[config.mk]
export PLATFORM = sky130hd
export DESIGN_NAME = rle_icon_to_oled_stream
export DESIGN_NICKNAME = d
export VERILOG_FILES = /design/src/sv/rle_pkg.sv /design/src/sv/rle_cmd_seq.sv /design/src/sv/rle_bit_packer.sv /design/src/sv/rle_icon_to_oled_stream.sv
export SDC_FILE = /design/constraint.sdc
export NUM_CORES = 1
export LEC_CHECK = 0
export BUFFER_PORTS_ARGS = -buffer_cell sky130_fd_sc_hd__buf_2
export CORE_MARGIN = 2
export CORE_UTILIZATION = 40
export DETAILED_ROUTE_END_ITERATION = 7
export GPL_TIMING_DRIVEN = 0
export PLACE_DENSITY_LB_ADDON = 0.12
export REMOVE_ABC_BUFFERS = 1
export SYNTH_ARGS = -nofsm -noshare
export SYNTH_HDL_FRONTEND = slang
export SYNTH_SLANG_ARGS = --single-unit
[constraint.sdc]
create_clock -name clk -period 2.8 [get_ports clk]
set_clock_uncertainty 0.2 [all_clocks]
set_input_delay 0.56 -clock clk [delete_from_list [all_inputs] [get_ports clk]]
set_output_delay 0.56 -clock clk [all_outputs]
set_load 0.05 [all_outputs]
[src/sv/rle_pkg.sv]
`default_nettype none

package rle_pkg;

	// default right edge of the column window
	localparam int unsigned LAST_COLUMN_DEF = 127;

	// controller command bytes
	localparam logic [7:0] CMD_MEMORY_MODE   = 8'h20;
	localparam logic [7:0] MEM_MODE_VERTICAL = 8'h01;
	localparam logic [7:0] CMD_COLUMN_ADDR   = 8'h21;
	localparam logic [7:0] CMD_PAGE_ADDR     = 8'h22;

	// action codes
	localparam logic ACT_START = 1'b0;
	localparam logic ACT_RUN   = 1'b1;

	// run code layout
	localparam int unsigned RUN_LEN_W = 7;

	typedef struct packed {
		logic       action;
		logic [6:0] column_start;
		logic [2:0] page_start;
		logic [6:0] icon_height;
		logic [7:0] run_code;
		logic       final_run;
	} item_t;

	typedef struct packed {
		logic [7:0] out_byte;
		logic       is_data;
		logic       last_of_run;
	} result_t;

	typedef enum logic [2:0] {
		ST_IDLE = 3'b001,
		ST_CMD  = 3'b010,
		ST_RUN  = 3'b100
	} state_t;

	// control from the top level to the bit packer
	typedef struct packed {
		logic start;
		logic load;
		logic active;
		logic out_ready;
	} pack_ctrl_t;

	// status from a byte source back to the top level
	typedef struct packed {
		logic emit;
		logic done;
	} src_stat_t;

endpackage

`default_nettype wire

[src/sv/rle_cmd_seq.sv]
`default_nettype none

module rle_cmd_seq #(
	parameter int unsigned LAST_COLUMN = rle_pkg::LAST_COLUMN_DEF
) (
	input  wire logic            clk,
	input  wire logic            arst_n,
	input  wire logic            load,
	input  wire rle_pkg::item_t  item,
	input  wire logic            step,
	output rle_pkg::src_stat_t   stat,
	output rle_pkg::result_t     res
);
	import rle_pkg::*;

	localparam logic [7:0] LastCol = 8'(LAST_COLUMN);

	logic [2:0] idx_q;
	logic [6:0] col_q;
	logic [2:0] page_q;
	logic [7:0] page_end_q;
	logic [7:0] cmd_byte;

	// capture the window on a start transaction, then walk the eight command bytes
	always_ff @(posedge clk or negedge arst_n) begin
		if (!arst_n) begin
			idx_q <= '0;
		end else if (load) begin
			idx_q <= '0;
		end else if (step) begin
			idx_q <= idx_q + 3'd1;
		end
	end

	always_ff @(posedge clk) begin
		if (load) begin
			col_q      <= item.column_start;
			page_q     <= item.page_start;
			page_end_q <= 8'({5'd0, item.page_start} + {4'd0, item.icon_height[6:3]} + 8'hFF);
		end
	end

	// command byte for the current slot
	always_comb begin
		unique case (idx_q)
			3'd0:    cmd_byte = CMD_MEMORY_MODE;
			3'd1:    cmd_byte = MEM_MODE_VERTICAL;
			3'd2:    cmd_byte = CMD_COLUMN_ADDR;
			3'd3:    cmd_byte = {1'b0, col_q};
			3'd4:    cmd_byte = LastCol;
			3'd5:    cmd_byte = CMD_PAGE_ADDR;
			3'd6:    cmd_byte = {5'd0, page_q};
			3'd7:    cmd_byte = page_end_q;
			default: cmd_byte = CMD_MEMORY_MODE;
		endcase
	end

	assign res.out_byte    = cmd_byte;
	assign res.is_data     = 1'b0;
	assign res.last_of_run = (idx_q == 3'd7);
	assign stat.emit       = step;
	assign stat.done       = step && (idx_q == 3'd7);

endmodule

`default_nettype wire

[src/sv/rle_bit_packer.sv]
`default_nettype none

module rle_bit_packer (
	input  wire logic               clk,
	input  wire logic               arst_n,
	input  wire rle_pkg::pack_ctrl_t ctrl,
	input  wire logic [7:0]         run_code,
	input  wire logic               final_run,
	output rle_pkg::src_stat_t      stat,
	output rle_pkg::result_t        res
);
	import rle_pkg::*;

	logic [RUN_LEN_W-1:0] rem_q;
	logic                 bit_q;
	logic                 fin_q;
	logic [6:0]           sr_q;
	logic [2:0]           pos_q;
	logic                 step;
	logic                 full;

	// one bit per cycle; the completing bit waits for room in the output register
	assign full = (pos_q == 3'd7);
	assign step = ctrl.active && (rem_q != '0) && (!full || ctrl.out_ready);

	always_ff @(posedge clk or negedge arst_n) begin
		if (!arst_n) begin
			rem_q <= '0;
			pos_q <= '0;
			fin_q <= 1'b0;
		end else if (ctrl.start) begin
			pos_q <= '0;
		end else if (ctrl.load) begin
			rem_q <= run_code[RUN_LEN_W-1:0];
			fin_q <= final_run;
		end else if (step) begin
			rem_q <= rem_q - RUN_LEN_W'(1);
			pos_q <= pos_q + 3'd1;
		end else if (ctrl.active && fin_q && (rem_q == '0)) begin
			// final run drops the partial byte once all its bits are in
			pos_q <= '0;
		end
	end

	// lsb-first shift line; after seven shifts it holds bits 0..6 of the byte
	always_ff @(posedge clk) begin
		if (ctrl.load) begin
			bit_q <= run_code[7];
		end
		if (step) begin
			sr_q <= {bit_q, sr_q[6:1]};
		end
	end

	assign res.out_byte    = {bit_q, sr_q};
	assign res.is_data     = 1'b1;
	assign res.last_of_run = (rem_q <= 7'd8);
	assign stat.emit       = step && full;
	assign stat.done       = ctrl.active && (rem_q == '0);

endmodule

`default_nettype wire

[src/sv/rle_icon_to_oled_stream.sv]
// a start transaction sets the state register, then its command bytes go to the output register,
// one command byte per cycle while the output is not stalled, before the next item is taken
// a run transaction feeds the bit-serial packer one run bit at a time before the next item is taken
// a data byte is registered at the edge that takes its eighth bit; output stalls pause the packer
// arst_n clears the control state and the packer position; no clearing pass is needed
`default_nettype none

module rle_icon_to_oled_stream #(
	parameter int unsigned LAST_COLUMN = rle_pkg::LAST_COLUMN_DEF
) (
	input  wire logic             clk,
	input  wire logic             arst_n,
	input  wire logic             item_valid,
	output logic                  item_stall,
	input  wire rle_pkg::item_t   item,
	output logic                  result_valid,
	input  wire logic             result_stall,
	output rle_pkg::result_t      result
);
	import rle_pkg::*;

	state_t     state_q;
	logic       accept;
	logic       out_ready;
	logic       res_valid_q;
	result_t    res_q;
	pack_ctrl_t pctrl;
	src_stat_t  cmd_stat;
	src_stat_t  pack_stat;
	result_t    cmd_res;
	result_t    pack_res;
	logic       cmd_step;

	assign item_stall = (state_q != ST_IDLE);
	assign accept     = item_valid && !item_stall;
	assign out_ready  = !res_valid_q || !result_stall;
	assign cmd_step   = (state_q == ST_CMD) && out_ready;

	assign pctrl.start     = accept && (item.action == ACT_START);
	assign pctrl.load      = accept && (item.action == ACT_RUN);
	assign pctrl.active    = (state_q == ST_RUN);
	assign pctrl.out_ready = out_ready;

	rle_cmd_seq #(
		.LAST_COLUMN(LAST_COLUMN)
	) u_cmd (
		.clk   (clk),
		.arst_n(arst_n),
		.load  (pctrl.start),
		.item  (item),
		.step  (cmd_step),
		.stat  (cmd_stat),
		.res   (cmd_res)
	);

	rle_bit_packer u_pack (
		.clk      (clk),
		.arst_n   (arst_n),
		.ctrl     (pctrl),
		.run_code (item.run_code),
		.final_run(item.final_run),
		.stat     (pack_stat),
		.res      (pack_res)
	);

	// one item at a time
	always_ff @(posedge clk or negedge arst_n) begin
		if (!arst_n) begin
			state_q <= ST_IDLE;
		end else begin
			unique case (state_q)
				ST_IDLE: begin
					if (accept) begin
						state_q <= (item.action == ACT_START) ? ST_CMD : ST_RUN;
					end
				end
				ST_CMD: begin
					if (cmd_stat.done) begin
						state_q <= ST_IDLE;
					end
				end
				ST_RUN: begin
					if (pack_stat.done) begin
						state_q <= ST_IDLE;
					end
				end
				default: state_q <= ST_IDLE;
			endcase
		end
	end

	// output register
	always_ff @(posedge clk or negedge arst_n) begin
		if (!arst_n) begin
			res_valid_q <= 1'b0;
		end else if (cmd_stat.emit || pack_stat.emit) begin
			res_valid_q <= 1'b1;
		end else if (!result_stall) begin
			res_valid_q <= 1'b0;
		end
	end

	always_ff @(posedge clk) begin
		if (cmd_stat.emit) begin
			res_q <= cmd_res;
		end else if (pack_stat.emit) begin
			res_q <= pack_res;
		end
	end

	assign result_valid = res_valid_q;
	assign result       = res_q;

`ifndef NO_ASSERTIONS
	// a byte is only produced when the output register can take it
	a_emit_room: assert property (@(posedge clk) disable iff (!arst_n)
		(cmd_stat.emit || pack_stat.emit) |-> out_ready)
		else $error("byte produced while output register is held");

	// the two byte sources never fire together
	a_one_src: assert property (@(posedge clk) disable iff (!arst_n)
		!(cmd_stat.emit && pack_stat.emit))
		else $error("command and data bytes produced in the same cycle");

	// a start transaction leads to the command sequence
	a_start_cmd: assert property (@(posedge clk) disable iff (!arst_n)
		(accept && (item.action == ACT_START)) |=> (state_q == ST_CMD))
		else $error("start transaction did not enter command sequence");
`endif

endmodule

`default_nettype wire

==> results.toml, run 1 <==
[power]
p_switching_uw = 809
p_per_area_mw_per_mm2 = 774
clockPowerShare_pct = 21.3
p_int_uw = 1570
total_power_uw = 2370
seq_power_share_pct = 49.0
worst_ir_drop_vdd_v = 0.000329
netSwitchingFraction_pct = 34.0
p_leak_uw = 0.00128
pwr-share-comb_pct = 29.6

[detailed_routing]
ant_nets = 0
viasPerCell = 5.36
wirelength_um = 5100
drt-initial-drc-count = 127
drt-wirelength-per-cell_um = 14.8
drc_errors = 0
dr.pass1.iters = 4
vias = 1844

[final_layout]
nets = 312
finalInstanceArea_mm2 = 0.00307
drive_gt1_share_pct = 22.1
instances_no_fill = 344
n_antenna_cell = 0
final_common_cell = "buf_2"
fill_cells = 606
syn_to_final_growth_pct = 15.0
mostFrequentLayoutCells = "buf_2 (39), edfxtp_1 (35), nand2_1 (29)"

[placed_design]
io_buffers = 39
dp.cells = 335
place_area_mm2 = 0.00295
gp_congestion = 0.799
hpwl_um = 3790

[worst_setup_path]
critPathMaxFanout = 11
worstPathRequired_ns = 2.64
endpoint_kind = "flop"
crit_arrival_ns = 2.37
path_class = "reg2reg"
critPathLaunchType = "flop"

[yosys]
syn_avg_cell_area_um2 = 11.9
synthCells = 224
synth-edff-count = 35
yosysSeqAreaShare_pct = 57.1
ys_warn_count = 0
ys_seq_elements = 54
ys_types = 61
async_flop_share_pct = 33.3
synth_ff_type = "edfxtp_1"
synth_area_mm2 = 0.00267

[timing]
setup_tns_ns = 0
finalHoldViolCount = 0
drv_slew = 0
finalCritPeriodShare_pct = 90.2
slew_headroom_pct = 54.2
rsz0062_at_grt = "false"
finalCriticalPeriod_ns = 2.52
finalSetupViolations = 0
max_freq_mhz = 396
holdWs_ns = 0.224
worst_pin_slew_ns = 0.687

[clock_network]
cts_sinks = 54
h-tree-depth = 2
clock_path_buffers = 2
cts_tree = "done"
cts_root_buf = "clkbuf_8"
clkTransAtPathRegs_ns = 0.10
cts_buffers = 5
clock_latency_ns = 0.30

[floorplan]
die_h_um = 85.6
die_x_um = 85.6
rows = 29
design.core.area_mm2 = 0.00639
io_pins = 43
start_util_pct = 41.8
die_area_mm2 = 0.00734

[grt]
grt-ovfl-total = 0
grt_pass1_wl_um = 8670
grt_antenna_before_repair = 0
grt_pass1_vias = 1801
grt_max_degree = 19
grt_use_total_pct = 15.1

[min_path]
holdCritPathClass = "in2reg"

[run]
cap_violations = 0

[status]
status = "finished, final reports clean"
## power groups by stage
stage,Clock [uW],Combinational (uW),Sequential (uW)
3_5_place_dp,0,707,1180
3_3_place_gp,0,686,1180
6_report,507,704,1160
2_1_floorplan,0,491,1200
4_1_cts,525,711,1160
5_1_grt,550,801,1190
## layout make-up
class | instances | area (um^2) | area share (%)
Tap cell | 77 | 96.3 | 3.14
Timing Repair Buffer | 41 | 220 | 7.18
Inverter | 14 | 55.1 | 1.80
Multi-Input combinational cell | 150 | 1060 | 34.6
Sequential cell | 54 | 1520 | 49.7
Clock buffer | 8 | 111 | 3.63
## cells in the mapped netlist, types with 2 or more instances
cell type	count	area share [%]
o21a_1	2	0.56
o211ai_1	3	0.84
nor2_1	12	1.7
xnor2_1	3	0.99
a222oi_1	2	0.75
nand2b_1	4	0.94
xor2_1	2	0.66
a31oi_1	5	1.2
nor3b_1	3	0.84
ha_1	14	6.6
a221oi_1	3	0.99
a21o_1	2	0.56
nor2b_1	2	0.47
a32o_1	2	0.75
nand2_1	29	4.1
clkbuf_1	4	0.56
dfrtp_1	17	16
a221o_1	2	0.75
inv_1	13	1.8
nor3_1	4	0.75
a21oi_1	7	1.3
edfxtp_1	35	39
o21ai_0	9	1.7
or3_1	2	0.47
nand3_1	6	1.1
o22ai_1	2	0.47
## state kept, by name, summed over array words and instances, names as in the netlist, 3 cells and up
signal            count
result               10
u_pack.rem_q          7
u_pack.pos_q          3
u_cmd.col_q           7
u_cmd.page_q          3
state_q               3
u_pack.sr_q           7
u_cmd.idx_q           3
u_cmd.page_end_q      8
## final timing paths
| check | start | to | slack, ns | depth (start not counted) |
|---|---|---|---|---|
| max | u_cmd.idx_q[0] | result[8] | 0.28 | 5 |
| min | item[8] | u_pack.bit_q | 0.22 | 1 |
| max reg2reg | u_cmd.idx_q[0] | result[8] | 0.28 | 5 |
| min reg2reg | u_pack.sr_q[6] | u_pack.sr_q[5] | 0.26 | 0 |
| max in group asynchronous | arst_n | state_q[0] | 1.56 | 2 |
| min in group asynchronous | arst_n | state_q[2] | 0.52 | 2 |
## per-layer routing
metal | vias to the layer above | track usage, % | part of all wire, %
met1 | 884 | 22.3 | 52
met2 | 36 | 22.5 | 44
met5 | - | 0 | 0
met3 | 4 | 2.98 | 3.6
li1 | 920 | - | -
met4 | 0 | 4.33 | 0.96
## repair_timing
item                                   CTS  global route
endpoints found under the hold margin   17             0
hold buffers                             1             0
buffers inserted                         0             0
setup endpoints to repair                0             7
resized for setup                        0             1
## logic make-up (layout without fill, tap and decap cells)
logic type                 count (synthesis)  after routing  share of synthesized area, %
DFF                                       54             54                          57.1
and+or+nand+nor                           76             76                          15.1
adders and majority gates                 15             15                          7.32
muxes                                      1              1                         0.422
buffers and inverters                     20             63                          3.19
AOI/OAI and AO/OA                         53             53                          15.3
xor gates and xnor gates                   5              5                          1.64
## metrics by stage
| step | util, % | setup slack (ns) |
|---|---|---|
| 4_1_cts | 48.0 | 0.0553 |
| 3_3_place_gp | 45.8 | -0.735 |
| 3_5_place_dp | 46.1 | 0.0712 |
| 5_1_grt | 48.0 | 0.135 |
| 2_1_floorplan | - | 0.0242 |
| 6_report | 48.0 | 0.276 |
## critical path, stage by stage, from the launching register on
cell,delay (ns)
dfrtp_1,0.44
ha_1,0.24
ha_1,0.33
or4_1,0.55
o21ai_1,0.34
o21ai_0,0.16
Note: power is estimated with default switching activity, not from simulation.
==> run 2, diff against run 1 <==
- MAX_ROUTING_LAYER: default -> met4
==> run 2 against run 1 <==
Net effect:
- sequential cell count unchanged
- sequential power about the same
- die area unchanged
- power increased by 0.12%
- routed wire length about the same
- utilization unchanged
- global-route usage increased by 0.43 points
- critical path type unchanged
- maximum frequency about the same
- non-clock buffer count unchanged
==> results.toml, run 2 (synthesis gave the netlist of run 1 again) <==
[timing]
max_freq_mhz = 396
worst_pin_slew_ns = 0.652
finalHoldViolCount = 0
finalCritPeriodShare_pct = 90.2
finalSetupViolations = 0
holdWs_ns = 0.222
finalCriticalPeriod_ns = 2.52
setup_tns_ns = 0
rsz0062_at_grt = "false"
slew_headroom_pct = 56.5
drv_slew = 0

[worst_setup_path]
crit_arrival_ns = 2.37
slowest_delay_ns = 0.55
path_buf_inv = 0
cp_top_family = "adder cells"
crit_start = "u_cmd.idx_q[0]"
worstPathRequired_ns = 2.65
timing.rr.start = "u_cmd.idx_q[0]"
reg2reg_slack_ns = 0.28
r2r-end = "result[8]"
path_common_cell = "ha_1"
critPathLaunchType = "flop"
ff2ff_path_depth = 5
endpoint_kind = "flop"
slowest_stage = "or4_1"
critPathMaxFanout = 11
path_cells = "ha_1 > ha_1 > or4_1 > o21ai_1 > o21ai_0"
path_class = "reg2reg"

[final_layout]
nets = 312
n_antenna_cell = 0
drive_gt1_share_pct = 22.1
largest_reg_flops = 10
syn_to_final_growth_pct = 15.0
final_common_cell = "buf_2"
instances_no_fill = 344
mostFrequentLayoutCells = "buf_2 (39), edfxtp_1 (35), nand2_1 (29)"

[clock_network]
clkTransAtPathRegs_ns = 0.10
cts_root_buf = "clkbuf_8"
cts_buffers = 5
cts_sinks = 54
clock_path_buffers = 2
clock_latency_ns = 0.31
h-tree-depth = 2
cts_tree = "done"
cts_setup_buffers = 0

[min_path]
hold_start = "item[19]"
worstHoldPathCells = 1
hold_end = "u_cmd.col_q[0]"
holdCritPathClass = "in2reg"

[detailed_routing]
dr.pass1.iters = 4
viasPerCell = 5.35
vias = 1839
wirelength_um = 5100
ant_nets = 0
drt-initial-drc-count = 135
drt-wirelength-per-cell_um = 14.8
drc_errors = 0

[floorplan]
start_util_pct = 41.8
die_area_mm2 = 0.00734
die_h_um = 85.6
design.core.area_mm2 = 0.00639
die_x_um = 85.6
rows = 29
io_pins = 43

[grt]
grt_pass1_vias = 1808
grt-ovfl-total = 0
grt_max_degree = 19
grt_pass1_wl_um = 8670
grt_antenna_before_repair = 0
grt_use_total_pct = 15.5

[placed_design]
hpwl_um = 3790
io_buffers = 39
gp_congestion = 0.811
dp.cells = 335

[power]
worst_ir_drop_vdd_v = 0.000329
p_per_area_mw_per_mm2 = 775
total_power_uw = 2380
p_leak_uw = 0.00128

[status]
status = "finished, final reports clean"

[run]
cap_violations = 0
## run 2: cell counts in the layout (fill, tap and decap cells not counted)
Identical to the previous run, type by type.
## run 2: how the worst max path moves through the flow
stage                            to  slack (ns)  cells past startpoint
global route              result[2]        0.13                      5
global placement    u_pack.pos_q[0]       -0.73                      5
finish                    result[8]        0.28                      5
CTS                       result[8]        0.06                      5
detailed placement        result[8]        0.07                      5
floorplan           u_pack.pos_q[0]        0.02                      4
## run 2: worst register-to-register path, stage by stage, from the launching register on
cell and delay, ns:
dfrtp_1 0.44, ha_1 0.24, ha_1 0.33, or4_1 0.55, o21ai_1 0.34, o21ai_0 0.17
## run 2: layout make-up
| cell class | count | area, um^2 |
|---|---|---|
| fillers | 606 | 3320 |
| flip-flops and latches | 54 | 1520 |
| multi-input cells | 150 | 1060 |
| repair buffers | 41 | 220 |
| clock buffers | 8 | 111 |
| well taps | 77 | 96.3 |
| inverters | 14 | 55.1 |
## run 2: timing repair
| item | in CTS | in global routing |
|---|---|---|
| resized for setup | 0 | 1 |
| hold buffers | 1 | 0 |
| hold endpoints to repair | 17 | 0 |
| setup endpoints to repair | 0 | 7 |
## run 2: metal layers
metal / global-route usage, % / routed length (um) / vias up
met4: 4.33 / 68 / 0
met5: - / 0 / -
met2: 22.6 / 2180 / 33
met1: 22.2 / 2660 / 880
met3: 2.98 / 194 / 5
li1: - / - / 921
## run 2: where the power goes
group          switching, uW  total (uW)  internal (uW)
clock network            253         509            256
registers                136        1170           1030
logic                    423         704            281
## run 2: through the flow
step,setup WS [ns],util [%],cell area (um^2)
floorplan,0.0242,-,2640
global placement,-0.735,45.8,2930
detailed placement,0.0712,46.1,2950
CTS,0.0553,48.0,3070
global route,0.135,48.0,3070
finish,0.275,48.0,3070
==> run 3, diff against run 2 <==
- REMOVE_ABC_BUFFERS: 1 -> default
==> run 3 against run 2 <==
Net effect:
- via count is 1.1% lower
- maximum frequency rose by 2.6%
- sequential cell count unchanged
- largest cell class unchanged
- largest power group unchanged
==> results.toml, run 3 (synthesis gave the netlist of run 1 again) <==
[placed_design]
io_buffers = 38
dp.cells = 340
dp_slack_ns = 0.137
hpwl_um = 3750
gp_congestion = 0.775

[timing]
finalCriticalPeriod_ns = 2.46
finalSetupViolations = 0
finalHoldViolCount = 0
slew_headroom_pct = 57.8
setup_slack_ns = 0.340
rsz0062_at_grt = "false"
worst_pin_slew_ns = 0.624
drv_slew = 0
max_freq_mhz = 406
finalCritPeriodShare_pct = 87.9

[status]
status = "finished, final reports clean"

[final_layout]
largest_reg_flops = 10
n_antenna_cell = 0
nets = 317
drive_gt1_share_pct = 21.3
instances_no_fill = 349
mostFrequentLayoutCells = "buf_2 (38), edfxtp_1 (35), nand2_1 (29)"
syn_to_final_growth_pct = 15.8
final_common_cell = "buf_2"

[floorplan]
die_x_um = 85.6
design.core.area_mm2 = 0.00639
io_pins = 43
die_area_mm2 = 0.00734
start_util_pct = 41.8
die_h_um = 85.6
rows = 29

[yosys]
syn_nets = 270

[grt]
grt_max_degree = 20
grt-ovfl-total = 0
grt_pass1_vias = 1743
grt_pass1_wl_um = 8660
grt_use_total_pct = 15.5
grt_antenna_before_repair = 0

[detailed_routing]
viasPerCell = 5.21
wirelength_um = 5060
dr.pass1.iters = 4
drc_errors = 0
ant_nets = 0
vias = 1818
drt-initial-drc-count = 104
drt-wirelength-per-cell_um = 14.5

[clock_network]
cts_sinks = 54
cts_tree = "done"
cts_setup_buffers = 0
clock_path_buffers = 2
cts_root_buf = "clkbuf_8"
cts_buffers = 5
h-tree-depth = 2
clkTransAtPathRegs_ns = 0.10
clock_latency_ns = 0.30

[power]
p_per_area_mw_per_mm2 = 771
worst_ir_drop_vdd_v = 0.000278
p_leak_uw = 0.00129

[worst_setup_path]
path_class = "reg2reg"
worstPathRequired_ns = 2.84
endpoint_kind = "flop"
critPathLaunchType = "flop"
crit_arrival_ns = 2.50
critPathMaxFanout = 13
reg2reg_slack_ns = 0.34

[run]
cap_violations = 0

[min_path]
holdCritPathClass = "in2reg"
run 3: cell type report:
type / count / area, um^2
plain buffers: 6 / 30.0
repair buffers: 40 / 215
well taps: 77 / 96.3
clock buffers: 7 / 76.3
fillers: 603 / 3300
multi-input cells: 150 / 1060
flip-flops and latches: 54 / 1520
inverters: 14 / 55.1
clock inverters: 1 / 30.0
run 3: what timing repair did:
item	CTS	global route
hold buffers	1	0
hold endpoints to repair	17	0
setup endpoints to repair	0	6
resized for setup	0	1
run 3: path summary, 6_finish.rpt:
| check | startpoint | endpoint | cells past startpoint |
|---|---|---|---|
| hold / removal | item[8] | u_pack.bit_q | 1 |
| max in group asynchronous | arst_n | state_q[0] | 2 |
| setup / recovery | u_pack.rem_q[2] | u_pack.pos_q[0] | 6 |
| min in group asynchronous | arst_n | state_q[2] | 2 |
| setup reg to reg | u_pack.rem_q[2] | u_pack.pos_q[0] | 6 |
| hold reg to reg | u_pack.sr_q[6] | u_pack.sr_q[5] | 0 |
run 3: power breakdown:
group	internal, uW	switching, uW	total, uW
combinational	282	422	704
sequential	1030	133	1160
clock	268	245	513
run 3: routing by layer:
| layer | up-vias | routed length (um) | track usage [%] |
|---|---|---|---|
| li1 | 930 | - | - |
| met1 | 852 | 2690 | 23.0 |
| met2 | 32 | 2160 | 21.4 |
| met3 | 4 | 164 | 3.56 |
| met4 | 0 | 48 | 3.90 |
| met5 | - | 0 | - |
run 3: through the flow:
step / hold WS (ns) / TNS (ns) / utilization, % / instance area (um^2) / power [uW]
finish: 0.224 / 0 / 48.3 / 3090 / 2380
global route: 0.202 / 0 / 48.3 / 3090 / 2550
CTS: 0.218 / 0 / 48.3 / 3090 / 2410
detailed placement: 0.238 / 0 / 46.5 / 2970 / 1890
global placement: 0.237 / -14.79 / 46.2 / 2950 / 1870
floorplan: 0.0644 / 0 / - / 2670 / 1690
run 3: critical path, stage by stage (launching register included):
cell and delay (ns):
dfrtp_1 0.46, or4_4 0.56, buf_6 0.15, o211ai_4 0.31
inv_4 0.15, a311oi_2 0.35, mux2_2 0.21
